File: config.mk
export PLATFORM = sky130hd
export DESIGN_NAME = utf8_validating_decoder_unit
export DESIGN_NICKNAME = d
export VERILOG_FILES = /design/src/rtl/utf8vd_pkg.sv /design/src/rtl/utf8vd_in_stage.sv /design/src/rtl/utf8vd_step.sv /design/src/rtl/utf8vd_out_stage.sv /design/src/rtl/utf8_validating_decoder_unit.sv
export SDC_FILE = /design/constraint.sdc
export NUM_CORES = 1
export LEC_CHECK = 0
export ABC_AREA = 0
export BUFFER_PORTS_ARGS = -buffer_cell sky130_fd_sc_hd__buf_2
export CAP_MARGIN = 20
export CORE_MARGIN = 4
export CORE_UTILIZATION = 45
export DETAILED_ROUTE_END_ITERATION = 8
export MAX_ROUTING_LAYER = met4
export PLACE_DENSITY = 0.63
export SLEW_MARGIN = 20
export SYNTH_ARGS = -nofsm -noshare
export SYNTH_HDL_FRONTEND = slang
export SYNTH_SLANG_ARGS = --single-unit
File: constraint.sdc
create_clock -name i_clk -period 2.9 [get_ports i_clk]
set_input_delay 0.145 -clock i_clk [delete_from_list [all_inputs] [get_ports i_clk]]
set_output_delay 0.145 -clock i_clk [all_outputs]
set_load 0.005 [all_outputs]
File: src/rtl/utf8vd_pkg.sv
// ----------------------------------------------------------------------------
// UTF-8 validating decoder package
// Types and byte constants shared by the decoder modules.
// ----------------------------------------------------------------------------
`default_nettype none

package utf8vd_pkg;

    localparam int unsigned CP_W = 21;

    typedef enum logic [2:0] {
        ERR_NONE          = 3'd0,
        ERR_BAD_LEAD      = 3'd1,
        ERR_OVERLONG_LEAD = 3'd2,
        ERR_HIGH_LEAD     = 3'd3,
        ERR_MISSING_CONT  = 3'd4,
        ERR_TRUNCATED     = 3'd5
    } t_err;

    localparam logic [7:0] ASCII_LIMIT = 8'h80;
    localparam logic [7:0] LEAD2_MIN   = 8'hC0;
    localparam logic [7:0] LEAD_C1     = 8'hC1;
    localparam logic [7:0] LEAD3_MIN   = 8'hE0;
    localparam logic [7:0] LEAD4_MIN   = 8'hF0;
    localparam logic [7:0] LEAD_HIGH   = 8'hF5;
    localparam logic [7:0] LEAD_BAD    = 8'hF8;
    localparam logic [7:0] CONT_MASK   = 8'hC0;
    localparam logic [7:0] CONT_TAG    = 8'h80;

    typedef struct packed {
        logic [CP_W-1:0] codepoint;
        logic            cp_valid;
        t_err            error_code;
        logic            last;
    } t_result;

    typedef struct packed {
        logic [7:0] byte_in;
        logic       end_of_buffer;
    } t_item;

endpackage

`default_nettype wire

File: src/rtl/utf8vd_in_stage.sv
// ----------------------------------------------------------------------------
// UTF-8 decoder input stage
// Registers one input item and holds it until the decode step takes it.
// ----------------------------------------------------------------------------
`default_nettype none

module utf8vd_in_stage
    import utf8vd_pkg::*;
(
    input  wire logic  i_clk,
    input  wire logic  i_rst_n,
    input  wire logic  i_valid,
    output logic       o_stall,
    input  wire t_item i_item,
    input  wire logic  i_take,
    output logic       o_held,
    output t_item      o_item
);

    logic  r_valid;
    t_item r_item;

    assign o_stall = r_valid && !i_take;
    assign o_held  = r_valid;
    assign o_item  = r_item;

    always_ff @(posedge i_clk) begin
        if (!i_rst_n) begin
            r_valid <= 1'b0;
        end else if (!o_stall) begin
            r_valid <= i_valid;
        end
    end

    always_ff @(posedge i_clk) begin
        if (i_valid && !o_stall) begin
            r_item <= i_item;
        end
    end

endmodule

`default_nettype wire

File: src/rtl/utf8vd_step.sv
// ----------------------------------------------------------------------------
// UTF-8 decoder step
// Holds the sequence state and decodes one byte per cycle while i_go is high; it emits a
// result only when a code point completes or an error is found.
`default_nettype none

module utf8vd_step
    import utf8vd_pkg::*;
(
    input  wire logic  i_clk,
    input  wire logic  i_rst_n,
    input  wire logic  i_go,
    input  wire t_item i_item,
    output logic       o_emit,
    output t_result    o_result
);

    logic [1:0]      r_pending;
    logic [1:0]      n_pending;
    logic [CP_W-1:0] r_partial;
    logic [CP_W-1:0] n_partial;
    logic            r_skip;
    logic            n_skip;
    logic            fail;
    t_err            fail_code;
    logic [7:0]      b;
    logic            eob;
    logic [CP_W-1:0] joined;

    assign b      = i_item.byte_in;
    assign eob    = i_item.end_of_buffer;
    assign joined = {r_partial[CP_W-7:0], b[5:0]};

    always_comb begin
        n_pending = r_pending;
        n_partial = r_partial;
        n_skip    = r_skip;
        fail      = 1'b0;
        fail_code = ERR_NONE;
        o_emit    = 1'b0;
        o_result  = '{codepoint: '0, cp_valid: 1'b0, error_code: ERR_NONE, last: eob};
        if (i_go) begin
            if (r_skip) begin
                if (eob) begin
                    n_pending = '0;
                    n_partial = '0;
                    n_skip    = 1'b0;
                end
            end else if (r_pending == 2'd0) begin
                priority if (b < ASCII_LIMIT) begin
                    n_partial          = '0;
                    o_emit             = 1'b1;
                    o_result.codepoint = CP_W'(b);
                    o_result.cp_valid  = 1'b1;
                end else if (b < LEAD2_MIN || b >= LEAD_BAD) begin
                    fail      = 1'b1;
                    fail_code = ERR_BAD_LEAD;
                end else if (b <= LEAD_C1) begin
                    fail      = 1'b1;
                    fail_code = ERR_OVERLONG_LEAD;
                end else if (b >= LEAD_HIGH) begin
                    fail      = 1'b1;
                    fail_code = ERR_HIGH_LEAD;
                end else begin
                    priority if (b < LEAD3_MIN) begin
                        n_pending = 2'd1;
                        n_partial = CP_W'(b[4:0]);
                    end else if (b < LEAD4_MIN) begin
                        n_pending = 2'd2;
                        n_partial = CP_W'(b[3:0]);
                    end else begin
                        n_pending = 2'd3;
                        n_partial = CP_W'(b[2:0]);
                    end
                    if (eob) begin
                        fail      = 1'b1;
                        fail_code = ERR_TRUNCATED;
                    end
                end
            end else if ((b & CONT_MASK) != CONT_TAG) begin
                fail      = 1'b1;
                fail_code = ERR_MISSING_CONT;
            end else if (r_pending == 2'd1) begin
                n_pending          = '0;
                n_partial          = '0;
                o_emit             = 1'b1;
                o_result.codepoint = joined;
                o_result.cp_valid  = 1'b1;
            end else begin
                n_pending = r_pending - 2'd1;
                n_partial = joined;
                if (eob) begin
                    fail      = 1'b1;
                    fail_code = ERR_TRUNCATED;
                end
            end
            if (fail) begin
                n_pending           = '0;
                n_partial           = '0;
                n_skip              = !eob;
                o_emit              = 1'b1;
                o_result.error_code = fail_code;
            end
        end
    end

    always_ff @(posedge i_clk) begin
        if (!i_rst_n) begin
            r_pending <= '0;
            r_partial <= '0;
            r_skip    <= 1'b0;
        end else begin
            r_pending <= n_pending;
            r_partial <= n_partial;
            r_skip    <= n_skip;
        end
    end

endmodule

`default_nettype wire

File: src/rtl/utf8vd_out_stage.sv
// ----------------------------------------------------------------------------
// UTF-8 decoder output stage
// Result register that holds one result item until the receiver takes it.
// ----------------------------------------------------------------------------
`default_nettype none

module utf8vd_out_stage
    import utf8vd_pkg::*;
(
    input  wire logic    i_clk,
    input  wire logic    i_rst_n,
    input  wire logic    i_load,
    input  wire t_result i_result,
    output logic         o_free,
    output logic         o_valid,
    input  wire logic    i_stall,
    output t_result      o_result
);

    logic    r_valid;
    t_result r_result;

    assign o_free   = !r_valid || !i_stall;
    assign o_valid  = r_valid;
    assign o_result = r_result;

    always_ff @(posedge i_clk) begin
        if (!i_rst_n) begin
            r_valid <= 1'b0;
        end else if (o_free) begin
            r_valid <= i_load;
        end
    end

    always_ff @(posedge i_clk) begin
        if (o_free && i_load) begin
            r_result <= i_result;
        end
    end

endmodule

`default_nettype wire

File: src/rtl/utf8_validating_decoder_unit.sv
// ----------------------------------------------------------------------------
// UTF-8 validating decoder
// Decodes one UTF-8 byte per item into code points and error results.
// ----------------------------------------------------------------------------
// Each byte is registered in the input stage, decoded by the step and its result registered in the output stage.
// Throughput: one byte per cycle while the receiver does not stall the output, set by the single decode step per byte.
// A byte that completes nothing, or is dropped after an error, gives no result.
// Reset is synchronous and clears the sequence state and both valid flags.
`default_nettype none

module utf8_validating_decoder_unit
    import utf8vd_pkg::*;
(
    input  wire logic        i_clk,
    input  wire logic        i_rst_n,
    input  wire logic        i_valid,
    output logic             o_stall,
    input  wire logic [7:0]  i_byte_in,
    input  wire logic        i_end_of_buffer,
    output logic             o_valid,
    input  wire logic        i_stall,
    output logic [20:0]      o_codepoint,
    output logic             o_cp_valid,
    output logic [2:0]       o_error_code,
    output logic             o_last
);

    t_item   in_item;
    t_item   held_item;
    logic    held;
    logic    out_free;
    logic    go;
    logic    emit;
    t_result step_result;
    t_result out_result;

    assign in_item = '{byte_in: i_byte_in, end_of_buffer: i_end_of_buffer};
    assign go      = held && out_free;

    utf8vd_in_stage u_in (
        .i_clk   (i_clk),
        .i_rst_n (i_rst_n),
        .i_valid (i_valid),
        .o_stall (o_stall),
        .i_item  (in_item),
        .i_take  (out_free),
        .o_held  (held),
        .o_item  (held_item)
    );

    utf8vd_step u_step (
        .i_clk    (i_clk),
        .i_rst_n  (i_rst_n),
        .i_go     (go),
        .i_item   (held_item),
        .o_emit   (emit),
        .o_result (step_result)
    );

    utf8vd_out_stage u_out (
        .i_clk    (i_clk),
        .i_rst_n  (i_rst_n),
        .i_load   (go && emit),
        .i_result (step_result),
        .o_free   (out_free),
        .o_valid  (o_valid),
        .i_stall  (i_stall),
        .o_result (out_result)
    );

    assign o_codepoint  = out_result.codepoint;
    assign o_cp_valid   = out_result.cp_valid;
    assign o_error_code = out_result.error_code;
    assign o_last       = out_result.last;

endmodule

`default_nettype wire

==> flow_metrics.tcl <==
set metrics [dict create \
    status "finished clean" \
    synth_simple_gate_area_share_pct 18.7 \
    synth_cell_type_count 41 \
    start_util_pct 46.4 \
    root_buffer "clkbuf_8" \
    place.gp.congestion 0.861 \
    io_pins 41 \
    pwr-share-comb_pct 8.1 \
    wl_mm 4.49 \
    setup_violations 0 \
    skew_ns 0.0117 \
    drive_above_1_share_pct 24.4 \
    hold_buffers 0 \
    drc_errors 0 \
    worstSkewPairLatency_ns 0.31 \
    fmaxAchievable_mhz 406 \
    overflow 0 \
    synthXorXnorAreaFrac_pct 0 \
    clkSinkCount 55 \
    ys_warn_count 0 \
    crit_arrival_ns 2.45 \
    hpwl_mm 3.09 \
    synth_top_family_by_area "simple AND/OR/NAND/NOR gates" \
    p_int_mw 1.07 \
    ant_nets 0 \
    dr.pass1.iters 4 \
    holdCritPathClass "in2reg" \
    maxCapViolations 0 \
    relSlewSlack_pct 47.3 \
    n_antenna_cell 0 \
    n_fill_cell 474 \
    synth_compound_area_share_pct 14.5 \
    critPathLaunchType "flop" \
    power_frac_seq_pct 61.9 \
    rsz0062_at_grt "false" \
    via_per_inst 5.26 \
    switching_share_pct 24.0 \
    holdWs_ns 0.00982 \
    synth_nets 214 \
    syn_area_mm2 0.00235 \
    grtUsageTotal_pct 15.2 \
    htree_levels 2 \
    post-route-period-util_pct 85.0 \
    nets 256 \
    dieHeight_um 80.3 \
    num_rows 26 \
    tritoncts "yes" \
    p_sw_mw 0.339 \
    hold_violations 0 \
    path_max_fanout 26 \
    final_common_cell "buf_2" \
    routedWlPerCell_um 14.4 \
    dieArea_mm2 0.00645 \
    seq_area_frac_synth_pct 61.6 \
    clock_power_share_pct 30.0 \
    ys_ff_latch 55 \
    yosys.area_share.adder_pct 1.06 \
    die_w_um 80.3 \
    cts.path.max_buffers 2 \
    core_mm2 0.00507 \
    p_leak_nw 1.12 \
    port_buffers 40 \
    netlist_instances 199 \
    finalSetupTns_ns 0 \
    grt_pass1_wl_mm 7.38 \
    grt_start_max_net_pins 27 \
    clkSlewWorstSetupHoldPaths_ns 0.09 \
    period_needed_ns 2.47 \
    crit_type "reg2reg" \
    cp-end-kind "flop" \
    grt_antenna_before_repair 0 \
    syn_avg_cell_area_um2 11.8 \
    dr.first_iter.drc_count 115 \
    postCtsSetupBuffers 0 \
    grt_pass1_vias 1555 \
    final_cell_mix "buf_2, edfxtp_1, dfxtp_1, nand2_1, and3_1" \
    cts_buffers 5 \
    power_density_mw_per_mm2 519 \
    peakVddDrop_uv 249 \
    drv_slew 0 \
    worst_pin_slew_ns 0.788 \
    post_cts_resized 0 \
    yosys-mux-area-fraction_pct 0 \
    area_growth_syn_to_layout_pct 15.6 \
    vias 1641 \
    required_ns 2.88 \
]
## state kept, by name (all words and copies together), names as in the netlist
name,count
u_in.o_item,9
u_step.r_skip,1
u_out.o_result,26
u_step.r_pending,2
u_in.o_held,1
u_out.o_valid,1
u_step.r_partial,15
## metrics by stage
step	utilization (%)	total power, mW	std cells	instance area [um^2]	setup WS (ns)
2_1_floorplan	-	0.966	199	2350	0.371
3_3_place_gp	51.4	1.01	302	2610	0.480
3_5_place_dp	51.4	1.01	302	2610	0.463
4_1_cts	53.2	1.42	310	2700	0.435
5_1_grt	53.6	1.47	312	2720	0.284
6_report	53.6	1.41	312	2720	0.435
## per-layer routing
metal | vias up | global-route usage (%) | share of wire [%]
li1 | 833 | - | -
met1 | 763 | 20.8 | 48
met2 | 39 | 23.0 | 46
met3 | 6 | 3.36 | 4.9
met4 | 0 | 3.72 | 1.1
met5 | - | - | 0
## power by group through the flow
stage | Combinational [mW] | Clock, mW | Sequential [mW]
2_1_floorplan | 0.0794 | 0 | 0.887
3_3_place_gp | 0.113 | 0 | 0.892
3_5_place_dp | 0.113 | 0 | 0.893
4_1_cts | 0.113 | 0.432 | 0.875
5_1_grt | 0.128 | 0.466 | 0.879
6_report | 0.115 | 0.423 | 0.875
## area by class of cell
cell class              count  area, um^2  area share, %
clock buffers               5        68.8           2.53
clock inverters             3        23.8          0.874
inverters                   7        26.3          0.966
multi-input cells         125         806           29.6
flip-flops and latches     55        1450           53.3
well taps                  70        87.6           3.22
repair buffers             47         258           9.47
## kinds of logic (layout without fill, tap and decap cells)
logic type,Yosys count,after routing
flops,55,55
buf+inv,19,62
fa+ha+maj,2,2
simple gates,80,80
compound gates,43,43
## worst max-delay path, cell delays in order, from the launching register on
cell and delay, ns:
edfxtp_1 0.51, or4_1 0.58, nor2_2 0.15, o311a_1 0.39
o31a_1 0.20, buf_4 0.30
## synth_stat cells
cell | count | area [um^2]
and2_1 | 6 | 37.5
o21ai_0 | 3 | 15.0
nor2b_1 | 3 | 18.8
a21oi_1 | 4 | 20.0
o311ai_0 | 1 | 8.76
or4_1 | 1 | 7.51
nor2_2 | 2 | 12.5
a211oi_2 | 1 | 12.5
o311a_1 | 3 | 30.0
nor3b_1 | 1 | 7.51
a21oi_2 | 1 | 8.76
a21boi_0 | 10 | 75.1
edfxtp_1 | 35 | 1050
nand2_1 | 17 | 63.8
and3_1 | 16 | 100
buf_2 | 3 | 15.0
a31o_2 | 1 | 8.76
buf_6 | 3 | 33.8
o21ai_1 | 1 | 5.00
nand3_1 | 8 | 40.0
o32ai_1 | 2 | 17.5
a21bo_1 | 1 | 10.0
a21o_1 | 2 | 15.0
a32o_1 | 1 | 10.0
nor3_1 | 3 | 15.0
o2111a_1 | 1 | 11.3
nand4bb_1 | 1 | 11.3
a2bb2oi_1 | 1 | 8.76
o31a_1 | 1 | 8.76
nor2_1 | 6 | 22.5
inv_1 | 7 | 26.3
nand2b_1 | 3 | 18.8
ha_1 | 2 | 25.0
clkbuf_1 | 6 | 22.5
nand4_1 | 12 | 75.1
o31ai_1 | 5 | 37.5
o21a_1 | 2 | 15.0
a21boi_1 | 1 | 7.51
nand4b_1 | 1 | 8.76
a41oi_2 | 1 | 16.3
dfxtp_1 | 20 | 400
## final timing paths
kind | start | end | slack [ns] | cells after the start
max | u_in.o_item[6] | u_out.o_result[14] | 0.43 | 5
min reg2reg | u_step.r_partial[14] | u_step.r_partial[14] | 0.46 | 2
max reg2reg | u_in.o_item[6] | u_out.o_result[14] | 0.43 | 5
min | i_end_of_buffer | u_in.o_item[0] | 0.01 | 1
No activity file was read; power rests on OpenSTA's default activity.
